<file path="config.mk">
export PLATFORM = sky130hd
export DESIGN_NAME = integer_alu_with_status_flags_top
export DESIGN_NICKNAME = d
export VERILOG_FILES = /design/src/ialu_pkg.sv /design/src/ialu_ctrl.sv /design/src/ialu_dp.sv /design/src/integer_alu_with_status_flags_top.sv
export SDC_FILE = /design/constraint.sdc
export NUM_CORES = 1
export LEC_CHECK = 0
export CORE_AREA = 5 5 203 205
export DETAILED_ROUTE_END_ITERATION = 8
export DIE_AREA = 0 0 208 210
export DONT_BUFFER_PORTS = 1
export PLACE_DENSITY = 0.79
export SETUP_SLACK_MARGIN = 0.2
export SLEW_MARGIN = 20
export SYNTH_ARGS = -nofsm -noshare
export SYNTH_HDL_FRONTEND = slang
export SYNTH_HIERARCHICAL = 1
export SYNTH_SLANG_ARGS = --single-unit
</file>
<file path="constraint.sdc">
create_clock -name clock -period 4.4 [get_ports clock]
set_input_delay 0 -clock clock [delete_from_list [all_inputs] [get_ports clock]]
set_output_delay 0 -clock clock [all_outputs]
set_load 0.01 [all_outputs]
</file>
<file path="src/ialu_pkg.sv">
// package for the integer alu with status flags
// holds operation codes, flag bit positions and controller/datapath structs
// no dependencies
`default_nettype none

package ialu_pkg;

   localparam int VALUE_WIDTH    = 32;
   localparam int CMD_WIDTH      = 3;
   localparam int FLAG_WIDTH     = 8;
   localparam int DATA_WIDTH_DEF = 32;

   localparam logic [CMD_WIDTH-1:0] CMD_ADD = 3'd0;
   localparam logic [CMD_WIDTH-1:0] CMD_SUB = 3'd1;
   localparam logic [CMD_WIDTH-1:0] CMD_MUL = 3'd2;
   localparam logic [CMD_WIDTH-1:0] CMD_DIV = 3'd3;
   localparam logic [CMD_WIDTH-1:0] CMD_MOD = 3'd4;

   localparam int FLAG_CARRY  = 0;
   localparam int FLAG_PARITY = 1;
   localparam int FLAG_ZERO   = 3;
   localparam int FLAG_SIGN   = 4;
   localparam int FLAG_OVF    = 5;

   // controller to datapath
   typedef struct packed {
      logic load;
      logic step;
      logic form;
      logic write;
   } ialu_cmd_type;

   // datapath to controller
   typedef struct packed {
      logic iterate;
   } ialu_status_type;

endpackage

`default_nettype wire

</file>
<file path="src/ialu_ctrl.sv">
// controller state machine for the integer alu
// depends on ialu_pkg
`default_nettype none

module ialu_ctrl #(
   parameter int DATA_WIDTH = ialu_pkg::DATA_WIDTH_DEF
) (
   input  wire                        clock,
   input  wire                        reset,
   input  wire                        req_valid,
   output logic                       req_ready,
   output logic                       rsp_valid,
   input  wire                        rsp_ready,
   input  ialu_pkg::ialu_status_type  status,
   output ialu_pkg::ialu_cmd_type     cmd
);
   import ialu_pkg::*;

   localparam int CW = (DATA_WIDTH > 1) ? $clog2(DATA_WIDTH) : 1;
   localparam logic [CW-1:0] LAST_STEP = CW'(DATA_WIDTH - 1);

   typedef enum logic [1:0] {
      ST_IDLE,
      ST_RUN,
      ST_FORM,
      ST_WRITE
   } state_type;

   state_type     state_ff;
   logic [CW-1:0] count_ff;
   logic          rsp_valid_ff;
   logic          rsp_valid_in;
   logic          out_free;

   assign out_free  = !rsp_valid_ff || rsp_ready;
   assign req_ready = (state_ff == ST_IDLE);
   assign rsp_valid = rsp_valid_ff;

   always_comb begin
      cmd.load  = (state_ff == ST_IDLE) && req_valid;
      cmd.step  = (state_ff == ST_RUN);
      cmd.form  = (state_ff == ST_FORM);
      cmd.write = (state_ff == ST_WRITE) && out_free;
   end

   // a new response is raised on a write, an old one drops once taken
   assign rsp_valid_in = cmd.write || (rsp_valid_ff && !rsp_ready);

   always_ff @(posedge clock) begin
      if (reset) begin
         state_ff     <= ST_IDLE;
         count_ff     <= '0;
         rsp_valid_ff <= 1'b0;
      end else begin
         rsp_valid_ff <= rsp_valid_in;
         case (state_ff)
            ST_IDLE: begin
               count_ff <= '0;
               if (req_valid) begin
                  state_ff <= status.iterate ? ST_RUN : ST_FORM;
               end
            end
            ST_RUN: begin
               count_ff <= count_ff + 1'b1;
               if (count_ff == LAST_STEP) begin
                  state_ff <= ST_FORM;
               end
            end
            ST_FORM: begin
               state_ff <= ST_WRITE;
            end
            ST_WRITE: begin
               if (out_free) begin
                  state_ff <= ST_IDLE;
               end
            end
            default: begin
               state_ff <= ST_IDLE;
            end
         endcase
      end
   end

endmodule

`default_nettype wire

</file>
<file path="src/ialu_dp.sv">
// datapath for the integer alu: operand registers, shared shift-add and
// restoring-divide adder, wide result forming, flag register and output register
// depends on ialu_pkg
`default_nettype none

module ialu_dp #(
   parameter int DATA_WIDTH = ialu_pkg::DATA_WIDTH_DEF
) (
   input  wire                                      clock,
   input  wire                                      reset,
   input  ialu_pkg::ialu_cmd_type                   cmd,
   output ialu_pkg::ialu_status_type                status,
   input  wire [ialu_pkg::CMD_WIDTH-1:0]            req_cmd,
   input  wire signed [ialu_pkg::VALUE_WIDTH-1:0]   req_operand_a,
   input  wire signed [ialu_pkg::VALUE_WIDTH-1:0]   req_operand_b,
   output logic signed [ialu_pkg::VALUE_WIDTH-1:0]  rsp_result_value,
   output logic [ialu_pkg::FLAG_WIDTH-1:0]          rsp_status_flags,
   output logic                                     rsp_divide_error
);
   import ialu_pkg::*;

   localparam int DW  = DATA_WIDTH;
   localparam int DW2 = 2 * DATA_WIDTH;
   localparam logic [DW-1:0] MIN_VAL = {1'b1, {(DW-1){1'b0}}};
   localparam logic [FLAG_WIDTH-1:0] FLAG_MASK =
      FLAG_WIDTH'((1 << FLAG_CARRY) | (1 << FLAG_PARITY) | (1 << FLAG_ZERO) |
                  (1 << FLAG_SIGN) | (1 << FLAG_OVF));

   logic [CMD_WIDTH-1:0]  cmd_ff;
   logic [DW-1:0]         a_ff;
   logic [DW-1:0]         b_ff;
   logic [DW-1:0]         ma_ff;
   logic [DW-1:0]         mb_ff;
   logic                  neg_ff;
   logic [DW2-1:0]        p_ff;
   logic [DW2-1:0]        wide_ff;
   logic                  upd_ff;
   logic                  err_ff;
   logic [FLAG_WIDTH-1:0] flag_ff;

   logic [DW-1:0]         a_in;
   logic [DW-1:0]         b_in;
   logic [DW-1:0]         ma_in;
   logic [DW-1:0]         mb_in;
   logic                  is_mul;
   logic                  is_divmod;
   logic [DW:0]           add_x;
   logic [DW:0]           add_y;
   logic [DW+1:0]         add_sum;
   logic                  div_ok;
   logic [DW-1:0]         div_hi;
   logic [DW2-1:0]        p_in;
   logic [DW2-1:0]        wide_in;
   logic                  upd_in;
   logic                  err_in;
   logic [DW-1:0]         quot;
   logic [DW-1:0]         low;
   logic [FLAG_WIDTH-1:0] flag_in;

   assign is_mul    = (cmd_ff == CMD_MUL);
   assign is_divmod = (cmd_ff == CMD_DIV) || (cmd_ff == CMD_MOD);

   assign status.iterate = (req_cmd == CMD_MUL) || (req_cmd == CMD_DIV) ||
                           (req_cmd == CMD_MOD);

   // operand magnitudes, the minimum maps onto itself as an unsigned value
   assign a_in  = req_operand_a[DW-1:0];
   assign b_in  = req_operand_b[DW-1:0];
   assign ma_in = a_in[DW-1] ? (~a_in + 1'b1) : a_in;
   assign mb_in = b_in[DW-1] ? (~b_in + 1'b1) : b_in;

   // shared adder: add for shift-add multiply, subtract for restoring divide
   always_comb begin
      if (is_mul) begin
         add_x = {1'b0, p_ff[DW2-1:DW]};
         add_y = {1'b0, ma_ff};
      end else begin
         add_x = {p_ff[DW2-1:DW], p_ff[DW-1]};
         add_y = ~{1'b0, mb_ff};
      end
      add_sum = {1'b0, add_x} + {1'b0, add_y} + {{(DW+1){1'b0}}, !is_mul};
      div_ok  = add_sum[DW+1];
      div_hi  = div_ok ? add_sum[DW-1:0] : add_x[DW-1:0];
      if (is_mul) begin
         // multiplier bit set: add the multiplicand, otherwise just shift
         if (p_ff[0]) begin
            p_in = {add_sum[DW:0], p_ff[DW-1:1]};
         end else begin
            p_in = {1'b0, p_ff[DW2-1:1]};
         end
      end else begin
         p_in = {div_hi, p_ff[DW-2:0], div_ok};
      end
   end

   // wide result from the stored operands or the iteration register
   always_comb begin
      wide_in = '0;
      upd_in  = 1'b1;
      err_in  = 1'b0;
      quot    = neg_ff ? (~p_ff[DW-1:0] + 1'b1) : p_ff[DW-1:0];
      case (cmd_ff)
         CMD_ADD: begin
            wide_in = DW2'(signed'(a_ff)) + DW2'(signed'(b_ff));
         end
         CMD_SUB: begin
            wide_in = DW2'(signed'(a_ff)) + DW2'(signed'(DW'(~b_ff + 1'b1)));
         end
         CMD_MUL: begin
            wide_in = neg_ff ? (~p_ff + 1'b1) : p_ff;
         end
         CMD_DIV, CMD_MOD: begin
            if ((b_ff == '0) || (b_ff == MIN_VAL)) begin
               err_in = 1'b1;
               upd_in = 1'b0;
            end else if (a_ff == MIN_VAL) begin
               wide_in = '0;
            end else if (cmd_ff == CMD_DIV) begin
               wide_in = DW2'(signed'(quot));
            end else begin
               wide_in = DW2'(signed'(p_ff[DW2-1:DW]));
            end
         end
         default: begin
            upd_in = 1'b0;
         end
      endcase
   end

   // flags of the wide value
   always_comb begin
      low     = wide_ff[DW-1:0];
      flag_in = flag_ff;
      if (upd_ff) begin
         flag_in = flag_ff & ~FLAG_MASK;
         flag_in[FLAG_ZERO]   = (low == '0);
         flag_in[FLAG_SIGN]   = low[DW-1];
         flag_in[FLAG_PARITY] = ^low[7:0];
         flag_in[FLAG_CARRY]  = |wide_ff[DW2-1:DW];
         flag_in[FLAG_OVF]    = |wide_ff[DW2-1:DW];
      end
   end

   always_ff @(posedge clock) begin
      if (reset) begin
         flag_ff <= '0;
      end else if (cmd.write) begin
         flag_ff <= flag_in;
      end
   end

   always_ff @(posedge clock) begin
      if (cmd.load) begin
         cmd_ff <= req_cmd;
         a_ff   <= a_in;
         b_ff   <= b_in;
         ma_ff  <= ma_in;
         mb_ff  <= mb_in;
         neg_ff <= a_in[DW-1] ^ b_in[DW-1];
         if (req_cmd == CMD_MUL) begin
            p_ff <= {{DW{1'b0}}, mb_in};
         end else begin
            p_ff <= {{DW{1'b0}}, ma_in};
         end
      end else if (cmd.step && (is_mul || is_divmod)) begin
         p_ff <= p_in;
      end
      if (cmd.form) begin
         wide_ff <= wide_in;
         upd_ff  <= upd_in;
         err_ff  <= err_in;
      end
      if (cmd.write) begin
         rsp_result_value <= upd_ff ? VALUE_WIDTH'(signed'(low)) : '0;
         rsp_status_flags <= flag_in;
         rsp_divide_error <= err_ff;
      end
   end

endmodule

`default_nettype wire

</file>
<file path="src/integer_alu_with_status_flags_top.sv">
// top level of the integer alu with status flags
// instantiates ialu_ctrl and ialu_dp, depends on ialu_pkg
//
// usage
// - request channel (req_valid/req_ready) carries one transaction: an operation
//   code (add, subtract, multiply, divide, modulo) and two signed operands,
//   of which the low DATA_WIDTH bits are used, sign-extended
// - response channel (rsp_valid/rsp_ready) returns one transaction per request:
//   the low DATA_WIDTH bits of the result sign-extended to 32 bits, the status
//   byte (carry, parity, zero, sign, overflow) and the divide error bit
// - add, subtract and undefined codes: after acceptance the result is formed, then
//   written to the response register; multiply, divide, modulo first run the
//   shift-add / restoring-divide loop, one operand bit per cycle on one adder
// - a new request can be taken in the same cycle that the response appears
// - one transaction in flight; req_ready is high whenever no operation is
//   being worked on, so a new request is taken while the last response waits
// - if the receiver stalls, the finished result holds in the datapath until
//   the response register frees up
// - divide by zero or by the minimum value gives result 0, error 1, flags kept
// - synchronous reset clears the flag register and the handshake state
`default_nettype none

module integer_alu_with_status_flags_top #(
   parameter int DATA_WIDTH = ialu_pkg::DATA_WIDTH_DEF
) (
   input  wire                                      clock,
   input  wire                                      reset,
   input  wire                                      req_valid,
   output logic                                     req_ready,
   input  wire [ialu_pkg::CMD_WIDTH-1:0]            req_cmd,
   input  wire signed [ialu_pkg::VALUE_WIDTH-1:0]   req_operand_a,
   input  wire signed [ialu_pkg::VALUE_WIDTH-1:0]   req_operand_b,
   output logic                                     rsp_valid,
   input  wire                                      rsp_ready,
   output logic signed [ialu_pkg::VALUE_WIDTH-1:0]  rsp_result_value,
   output logic [ialu_pkg::FLAG_WIDTH-1:0]          rsp_status_flags,
   output logic                                     rsp_divide_error
);
   import ialu_pkg::*;

   // command and status between the state machine and the datapath
   ialu_cmd_type    ctrl_cmd;
   ialu_status_type dp_status;

   // sequencing: idle, iterate, form wide result, write response register
   ialu_ctrl #(
      .DATA_WIDTH (DATA_WIDTH)
   ) u_ctrl (
      .clock     (clock),
      .reset     (reset),
      .req_valid (req_valid),
      .req_ready (req_ready),
      .rsp_valid (rsp_valid),
      .rsp_ready (rsp_ready),
      .status    (dp_status),
      .cmd       (ctrl_cmd)
   );

   // operands, iteration register, flag register and response payload
   ialu_dp #(
      .DATA_WIDTH (DATA_WIDTH)
   ) u_dp (
      .clock            (clock),
      .reset            (reset),
      .cmd              (ctrl_cmd),
      .status           (dp_status),
      .req_cmd          (req_cmd),
      .req_operand_a    (req_operand_a),
      .req_operand_b    (req_operand_b),
      .rsp_result_value (rsp_result_value),
      .rsp_status_flags (rsp_status_flags),
      .rsp_divide_error (rsp_divide_error)
   );

`ifndef ASSERT_OFF
   // only one transaction in the datapath at a time
   a_one_in_flight: assert property (@(posedge clock) disable iff (reset)
      req_valid && req_ready |=> !req_ready)
      else $error("request accepted while an operation was in progress");

   // an error response carries a zero result
   a_err_zero: assert property (@(posedge clock) disable iff (reset)
      rsp_valid && rsp_divide_error |-> rsp_result_value == '0)
      else $error("divide error with nonzero result");

   // a set zero flag implies a zero result whenever no error is reported
   a_zero_flag: assert property (@(posedge clock) disable iff (reset)
      rsp_valid && !rsp_divide_error && rsp_status_flags[FLAG_ZERO]
      |-> rsp_result_value == '0)
      else $error("zero flag set with nonzero result");

   // carry and overflow always agree
   a_carry_ovf: assert property (@(posedge clock) disable iff (reset)
      rsp_valid |-> rsp_status_flags[FLAG_CARRY] == rsp_status_flags[FLAG_OVF])
      else $error("carry and overflow flags differ");
`endif

endmodule

`default_nettype wire
</file>
==> impl_metrics.csv <==
group,metric,value,unit
setup_path,r2r_setup_slack,0.31,ns
drt,wire_per_inst,25.6,µm
sta,finClkSkew,0.0249,ns
synth,synth_top_family_by_area,"compound AO/OA/AOI/OAI gates",
floorplan,fp.dieW,208,µm
synth,ys_types,87,
floorplan,core_region_area,39300,µm²
synth,synth_xor_area_frac,0.0851,
pwr,leakagePower,9.87,nW
sta,setup_slack,0.307,ns
synth,ys.flop_type,"edfxtp_1",
clocking,clkTransAtPathRegs,0.06,ns
layout,fillers,3028,
grt,grt_pass1_wl,116000,µm
grt,grt_use_total,0.344,
clocking,cts_tree,"done",
layout,stdcell_count,3088,
setup_path,cp_common_cell,"or3_4",
drt,drtPass1Iterations,6,
drt,drt_iter0_drc,2654,
sta,setup_violations,0,
setup_path,crit_path_cell_trace,"nor3_4, nand2b_1, or3_4, nand2b_2, nand2b_4, or3_1, xor2_2, ha_4, nand4_1, or3_4, nor2_2, a31oi_2, nor3b_4, buf_6, clkbuf_16, o21ai_0",
setup_path,slowest_delay,0.46,ns
synth,syn_area,22700,µm²
synth,synth_edf_count,298,
layout,final_cell_mix,"edfxtp_1 (298), nand2_1 (261), a21oi_1 (206)",
synth,ys_async_sr_fraction,0,
setup_path,critPathBufInv,2,
layout,drive_gt1_frac,0.120,
drt,drc_errors,0,
sta,period_minus_slack,4.09,ns
sta,hold_ws,0.0270,ns
setup_path,worst-path-max-fanout,16,
place,place_ws,0.0676,ns
sta,fin_crit_sh,0.930,
place,finalWeightedCongestion,1.03,
drt,ant_nets,0,
setup_path,start_kind,"flip-flop",
synth,yosys.area_share.simple,0.171,
grt,overflow,0,
floorplan,rows,73,
grt,antenna_found_initial,5,
clocking,cts_htree_levels,2,
synth,ys.warnings.count,6,
layout,area_growth,15.5,%
place,dpl_cell_area,23700,µm²
sta,fmax,244,MHz
flow_run,maxCapViolations,0,
sta,worst_pin_slew,1.13,ns
place,numPortBuffers,0,
clocking,worstSkewPairLatency,0.57,ns
clocking,cts_inserted_buffers,36,
synth,synth_seq_area_share,0.405,
synth,ys_ff_latch,311,
floorplan,ios,114,
setup_path,path_class,"flip-flop to flip-flop",
pwr,ir_drop,458,µV
pwr,power_density,746,nW/µm²
layout,layout.nets,2717,
sta,hold_violations,0,
grt,first_global_vias,19209,
layout,fin_util,0.669,
synth,synth_fa_ha_area_frac,0.0635,
floorplan,die-area,43700,µm²
sta,grt_setup_unrepaired,"yes",
grt,grt_max_degree,170,
clocking,clock-sinks,311,
layout,final_common_cell,"edfxtp_1",
synth,synth_compound_area_frac,0.199,
clocking,cts_buffer_depth,3,
layout,design_area,26300,µm²
setup_path,path_delay_family,"simple AND/OR/NAND/NOR gates",
floorplan,die_y,210,µm
sta,fin_tns_setup,0,ns
pwr,power,19.6,mW
floorplan,start_util,0.579,
drt,vias,20637,
synth,syn_inst,2446,
place,placed_cells,2927,
status,status,"completed",
drt,vias_per_cell,6.68,
setup_path,required,4.68,ns
drt,finalWirelength,79100,µm
sta,maxSlewHeadroom,0.241,
synth,postSynthAreaPerCell,9.30,µm²
place,place_hpwl,57600,µm
setup_path,arrival,4.37,ns
synth,synthMuxAreaShare,0.0399,
setup_path,cp_slowest_cell,"edfxtp_1",
sta,report.final.slew_viol_count,0,
clocking,clockRootBuffer,"clkbuf_16",
setup_path,end_kind,"flip-flop",
hold_path,hold_class,"input port to flip-flop",
-- worst paths after layout --
kind                                        from                     to  cells after the start
worst max-delay path                u_dp/b_ff[1]       u_dp/wide_ff[63]                     16
worst min-delay path            req_operand_a[9]         u_dp/ma_ff[13]                      3
worst max register to register      u_dp/b_ff[1]       u_dp/wide_ff[63]                     16
worst min register to register       u_dp/err_ff  u_dp/rsp_divide_error                      0
-- kinds of logic (layout without fill, tap and decap cells) --
family	count (synthesis)	after routing
muxes	90	90
AOI/OAI and AO/OA	713	713
xor gates and xnor gates	221	221
buffers and inverters	207	318
other	1	7
DFF	311	311
and+or+nand+nor	790	790
adders and majority gates	113	113
-- layer usage --
layer,track usage,part of all wire
met3,0.0884,0.12
met2,0.532,0.44
met5,0,0.00052
met1,0.459,0.39
met4,0.158,0.055
-- cell type report --
class / count / area [µm²] / area share
multi-input combinational: 1930 / 13200 / 0.502
sequential: 311 / 9210 / 0.350
timing repair buffer: 194 / 1820 / 0.0694
clock buffer: 44 / 961 / 0.0366
tap: 525 / 657 / 0.0250
inverter: 60 / 229 / 0.00871
clock inverter: 20 / 188 / 0.00714
antenna: 4 / 10.0 / 0.000381
-- cells in the mapped netlist (6+ instances only) --
| cell | count | area share |
|---|---|---|
| edfxtp_1 | 298 | 0.39 |
| nand2_1 | 262 | 0.043 |
| a21oi_1 | 225 | 0.050 |
| nor2_1 | 174 | 0.029 |
| o21ai_0 | 147 | 0.032 |
| xnor2_1 | 130 | 0.050 |
| clkbuf_1 | 115 | 0.019 |
| ha_1 | 109 | 0.060 |
| xor2_1 | 91 | 0.035 |
| mux2i_1 | 84 | 0.037 |
| and2_1 | 63 | 0.017 |
| inv_1 | 59 | 0.0097 |
| a21o_1 | 55 | 0.018 |
| a211oi_1 | 45 | 0.015 |
| nor3_1 | 43 | 0.0095 |
| o31ai_1 | 37 | 0.012 |
| nor4_1 | 36 | 0.0099 |
| nand3_1 | 32 | 0.0070 |
| or3_1 | 31 | 0.0085 |
| a221oi_1 | 29 | 0.011 |
| o22ai_1 | 26 | 0.0072 |
| nand2b_1 | 24 | 0.0066 |
| nand4_1 | 20 | 0.0055 |
| a31oi_1 | 18 | 0.0050 |
| nor2b_1 | 17 | 0.0047 |
| o211ai_1 | 16 | 0.0053 |
| and3_1 | 15 | 0.0041 |
| or4_1 | 15 | 0.0050 |
| or2_2 | 14 | 0.0039 |
| buf_1 | 13 | 0.0021 |
| dfxtp_1 | 13 | 0.011 |
| o41ai_1 | 13 | 0.0050 |
| o21bai_1 | 12 | 0.0040 |
| buf_2 | 11 | 0.0024 |
| nand3b_1 | 11 | 0.0036 |
| o21a_1 | 11 | 0.0036 |
| o21ai_1 | 8 | 0.0018 |
| o221ai_1 | 8 | 0.0031 |
| a21boi_0 | 6 | 0.0020 |
| mux2_2 | 6 | 0.0030 |
-- state kept, by name, summed over array words and instances, names as in the netlist, 2 cells and up --
name / count
u_dp/rsp_result_value: 32
u_dp/flag_ff: 5
u_ctrl/state_ff: 2
u_dp/p_ff: 64
u_dp/ma_ff: 31
u_dp/wide_ff: 64
u_dp/rsp_status_flags: 5
u_ctrl/count_ff: 5
u_dp/b_ff: 32
u_dp/a_ff: 32
u_dp/cmd_ff: 3
u_dp/mb_ff: 31
-- power by group --
group	leakage [nW]	internal (mW)	switching (mW)	total [mW]
Clock	0.555	1.69	1.26	2.95
Sequential	2.94	4.68	1.02	5.70
Combinational	6.37	4.36	6.60	11.0
-- worst min-delay path: stages --
cell and delay, ns:
or4_1 0.12, o21ai_0 0.11, xnor2_1 0.17
-- timing repair --
item                       CTS  global route
hold endpoints to repair   175             0
pin swaps                    5            22
resized for setup           12            97
hold buffers                73             0
buffers inserted             4            13
setup endpoints to repair   68            75
gates cloned                 0             2
Note: power is estimated with default switching activity, not from simulation.
